[config.mk]
export PLATFORM = sky130hd
export DESIGN_NAME = tt_ctrl
export DESIGN_NICKNAME = d
export VERILOG_FILES = /design/src/rtl/core/tt_pkg.sv /design/src/rtl/core/tt_ctrl.sv
export SDC_FILE = /design/constraint.sdc
export NUM_CORES = 1
export LEC_CHECK = 0
export ABC_AREA = 1
export BUFFER_PORTS_ARGS = -buffer_cell sky130_fd_sc_hd__buf_2
export CAP_MARGIN = 20
export CORE_AREA = 2 2 39 41
export CTS_CLUSTER_DIAMETER = 120
export DETAILED_ROUTE_END_ITERATION = 16
export DIE_AREA = 0 0 41 43
export HOLD_SLACK_MARGIN = 0.08
export SYNTH_ARGS = -nofsm -noshare
export SYNTH_HDL_FRONTEND = slang
export SYNTH_SLANG_ARGS = --single-unit
[constraint.sdc]
create_clock -name clk -period 2.38 [get_ports clk]
set_input_delay 0.238 -clock clk [delete_from_list [all_inputs] [get_ports clk]]
set_output_delay 0.238 -clock clk [all_outputs]
set_load 0.01 [all_outputs]
[src/rtl/core/tt_pkg.sv]
// ----------------------------------------------------------------------------
// tt_pkg: shared types and constants of the transposition table
// Request and result structs, table geometry, and the controller/datapath
// command and status bundles.
// ----------------------------------------------------------------------------
package tt_pkg;

	// Table geometry (power of two, so the index is the low key bits)
	localparam int TABLE_ENTRIES = 4096;
	localparam int IDX_W         = $clog2(TABLE_ENTRIES);
	localparam int KEY_W         = 64;

	// Request codes
	localparam logic CMD_STORE    = 1'b0;
	localparam logic CMD_RETRIEVE = 1'b1;

	// Bound kinds
	localparam logic [1:0] KIND_EXACT = 2'd0;
	localparam logic [1:0] KIND_LOWER = 2'd1;
	localparam logic [1:0] KIND_UPPER = 2'd2;

	// Square code reported on a miss
	localparam logic [6:0] MISS_SQUARE = 7'd64;

	// Request payload
	typedef struct packed {
		logic               cmd;
		logic [KEY_W-1:0]   pos_key;
		logic [7:0]         search_depth;
		logic [1:0]         bound_kind;
		logic [5:0]         move_from;
		logic [5:0]         move_to;
		logic signed [15:0] move_score;
		logic               side;
		logic signed [15:0] alpha_bound;
		logic signed [15:0] beta_bound;
	} tt_req_t;

	// Result payload
	typedef struct packed {
		logic               hit;
		logic [6:0]         best_from;
		logic [6:0]         best_to;
		logic signed [15:0] best_score;
	} tt_rsp_t;

	// Controller state
	typedef enum logic [2:0] {
		ST_CLEAR,
		ST_IDLE,
		ST_WRITE,
		ST_READ,
		ST_MATCH
	} tt_state_t;

	// Controller to datapath commands
	typedef struct packed {
		logic latch_req;
		logic clr_we;
		logic wr_en;
		logic rd_en;
		logic load_rsp;
	} tt_cmd_t;

	// Datapath to controller status
	typedef struct packed {
		logic clr_last;
	} tt_status_t;

endpackage

[src/rtl/core/tt_ctrl.sv]
// ----------------------------------------------------------------------------
// tt_ctrl: transposition table controller
// Sequences the clearing pass, stores and retrieves; drives busy and done.
// ----------------------------------------------------------------------------
module tt_ctrl
	import tt_pkg::*;
(
	input  logic       clk,
	input  logic       arst_n,
	input  logic       start,
	input  logic       req_cmd,
	input  tt_status_t status,
	output tt_cmd_t    cmd,
	output logic       busy,
	output logic       done
);

	tt_state_t state_q;
	tt_state_t state_d;
	logic      done_q;

	// State register and result strobe
	always_ff @(posedge clk or negedge arst_n) begin
		if (!arst_n) begin
			state_q <= ST_CLEAR;
			done_q  <= 1'b0;
		end else begin
			state_q <= state_d;
			done_q  <= (state_q == ST_MATCH);
		end
	end

	// Next state and commands
	always_comb begin
		state_d = state_q;
		cmd     = '0;
		busy    = 1'b1;
		unique case (state_q)
			ST_CLEAR: begin
				cmd.clr_we = 1'b1;
				if (status.clr_last) begin
					state_d = ST_IDLE;
				end
			end
			ST_IDLE: begin
				busy = 1'b0;
				if (start) begin
					cmd.latch_req = 1'b1;
					state_d = (req_cmd == CMD_STORE) ? ST_WRITE : ST_READ;
				end
			end
			ST_WRITE: begin
				cmd.wr_en = 1'b1;
				state_d   = ST_IDLE;
			end
			ST_READ: begin
				cmd.rd_en = 1'b1;
				state_d   = ST_MATCH;
			end
			ST_MATCH: begin
				cmd.load_rsp = 1'b1;
				state_d      = ST_IDLE;
			end
			default: begin
				state_d = ST_CLEAR;
			end
		endcase
	end

	assign done = done_q;

endmodule

==> flow_summary.ini <==
[finish]
area_delta_synth_final_pct = 45.2
num-nets-final = 50
stdcell_count = 59
n_antenna_cell = 0
drive_above_1_share_pct = 44.2
fillers = 150

[place]
gp_congestion = 0.689
io_buffers = 11
hpwl_um = 368
place_ws_ns = 1.21
dp.cells = 55

[drt]
remaining_drc_errors = 0
drtIter0Drc = 10
drt-vias-per-instance = 3.76
wl_per_cell_um = 7.69
vias = 222
dr.pass1.iters = 4
postRouteAntennaNets = 0
wl_um = 454

[floorplan]
start_util_pct = 16.0
die-area_sq_mm = 0.00176
die_y_um = 43
die_width_um = 41
core_area_sq_mm = 0.00138
io_pins = 12
rows = 14

[worst_setup_path]
slowest_stage = dfrtp_1
crit_path_max_fanout = 3
required_ns = 2.14
path_common_cell = nor2_1
path_class = flop to output port
r2r_start = state_q[1]
reg2reg_to = state_q[0]
path_cells = nor2_1, inv_1, nor2_1, buf_2
ff2ff_path_depth = 6
r2r_setup_slack_ns = 1.40
worstPathArrival_ns = 1.15
slowest_delay_ns = 0.42
cp-end-kind = output port
start_kind = flop

[grt]
grt_max_degree = 7
grt_antenna_before_repair = 0
grt_first_pass_wirelength_um = 683
grt_usage_pct = 6.13
grt_overflow = 0
grt_pass1_vias = 184

[yosys]
synth-seq-cells = 4
syn_area_per_cell_sq_um = 7.64
synth_cells = 29
syn_nets = 34
synth-seq-area-share_pct = 45.2
yosys_warnings = 0
synth_area_sq_um = 221
ys_types = 12

[job]
drv_cap = 0

[power_and_ir_drop]
power.density_mw_per_mm2 = 1210
seq_power_share_pct = 29.3
p_leak_nw = 0.184
power.total_w = 0.000388
ir_drop_v = 0.000460
power.share.switching_pct = 43.0
power_frac_comb_pct = 49.9
p_sw_w = 0.000167
intPower_w = 0.000221
p_clk_share_pct = 20.8

[clock_network]
path_clk_slew_ns = 0.03
cts_buffers = 3
cts_tree = done
clockBufferDepth = 2
cts_root_buf = clkbuf_4
clock_sinks = 4
clock_latency_ns = 0.23
cts_max_level = 1

[worst_hold_path]
min_to = state_q[1]
worst_hold_path_type = primary input to flop
hold_depth = 3
hold_start = start

[timing]
finalHoldViolCount = 0
final_max_slew_viol_count = 0
maxSlewHeadroom_pct = 88.6
fin_crit_sh_pct = 58.4
period_minus_slack_ns = 1.39
setup_violations = 0
fin_ws_ns = 0.990
timing.fmax_mhz = 720
setup_tns_ns = 0
worstMarginPinSlew_ns = 0.171
final.setup_skew_ns = 0.00434
rsz0062_at_grt = no

[status]
status = complete, no violations
[cell usage after synthesis (all sizes together)]
cell,number,share of area [%]
o21ai,1,2.3
inv,6,10
nor2,6,14
nand3,2,6.8
nand2,5,8.5
nor3,3,6.8
nand3b,1,3.4
dfrtp,4,45
buf,1,3.4
[final cells by class]
| type | count | area (sq um) | area share [%] |
|---|---|---|---|
| tap | 16 | 20.0 | 6.23 |
| inverter | 6 | 22.5 | 7.00 |
| timing repair buffer | 12 | 65.1 | 20.2 |
| multi-input combinational | 18 | 91.3 | 28.4 |
| clock buffer | 3 | 22.5 | 7.00 |
| sequential | 4 | 100 | 31.1 |
[through the flow]
stage | util, % | area [sq um] | hold WS, ns
after detailed placement | 20.9 | 289 | 0.0473
after CTS | 23.2 | 322 | 0.289
after global routing | 23.2 | 322 | 0.314
final | 23.2 | 322 | 0.285
after floorplan | - | 221 | -0.0576
after global placement | 20.9 | 289 | 0.0428
[power groups by stage]
| stage | clock (W) | combinational [W] | sequential [W] |
|---|---|---|---|
| floorplan | 0 | 0.000139 | 0.000113 |
| global placement | 0 | 0.000191 | 0.000115 |
| detailed placement | 0 | 0.000194 | 0.000114 |
| CTS | 0.0000844 | 0.000195 | 0.000114 |
| global route | 0.0000883 | 0.000221 | 0.000118 |
| finish | 0.0000808 | 0.000193 | 0.000113 |
[metal layers]
metal | track usage (%) | part of all wire [%] | vias up | wire length, um
met5 | 0 | 0 | - | 0
met4 | 4.00 | 0 | 0 | 0
met3 | 4.71 | 11 | 0 | 50
met2 | 6.25 | 33 | 13 | 151
met1 | 8.39 | 56 | 90 | 252
li1 | - | - | 119 | -
[flip-flops by register name (all words and copies together), names as in the netlist]
signal and count:
done 1, state_q 3
[worst max-delay path: cells and delay by family (launching register included)]
kind	cells	cell delay (ns)
flip-flops	1	0.42
buffers and inverters	2	0.22
AND/OR/NAND/NOR	2	0.29
[worst max-delay path by stage]
stage                           from     end  slack, ns
after global placement    state_q[1]  cmd[0]       1.26
after CTS                 state_q[1]  cmd[0]       0.96
after global routing      state_q[1]  cmd[0]       0.88
after detailed placement  state_q[1]  cmd[0]       1.21
final                     state_q[1]  cmd[0]       0.99
after floorplan           state_q[1]  cmd[4]       1.30
[cells by family after synthesis]
logic type,count (synthesis),synth area share [%]
AND/OR/NAND/NOR,17,39.0
flip-flops,4,45.2
AO/OA/AOI/OAI,1,2.26
buffers and inverters,7,13.6
[layout by cell type (no fill, tap or decap), drive strengths merged]
master / netlist / layout
buf: 1 / 11
dfrtp: 4 / 4
nand3b: 1 / 1
nor3: 3 / 3
dlygate4sd3: 0 / 1
o21ai: 1 / 1
inv: 6 / 6
nand3: 2 / 2
nand2: 5 / 5
clkbuf: 0 / 3
nor2: 6 / 6
[what timing repair did]
action / 4_1_cts / 5_1_grt
buffers inserted: 0 / 0
hold endpoints to repair: 4 / 0
resized for setup: 0 / 0
hold buffers: 1 / 0
Power figures use the tool's default switching activity.
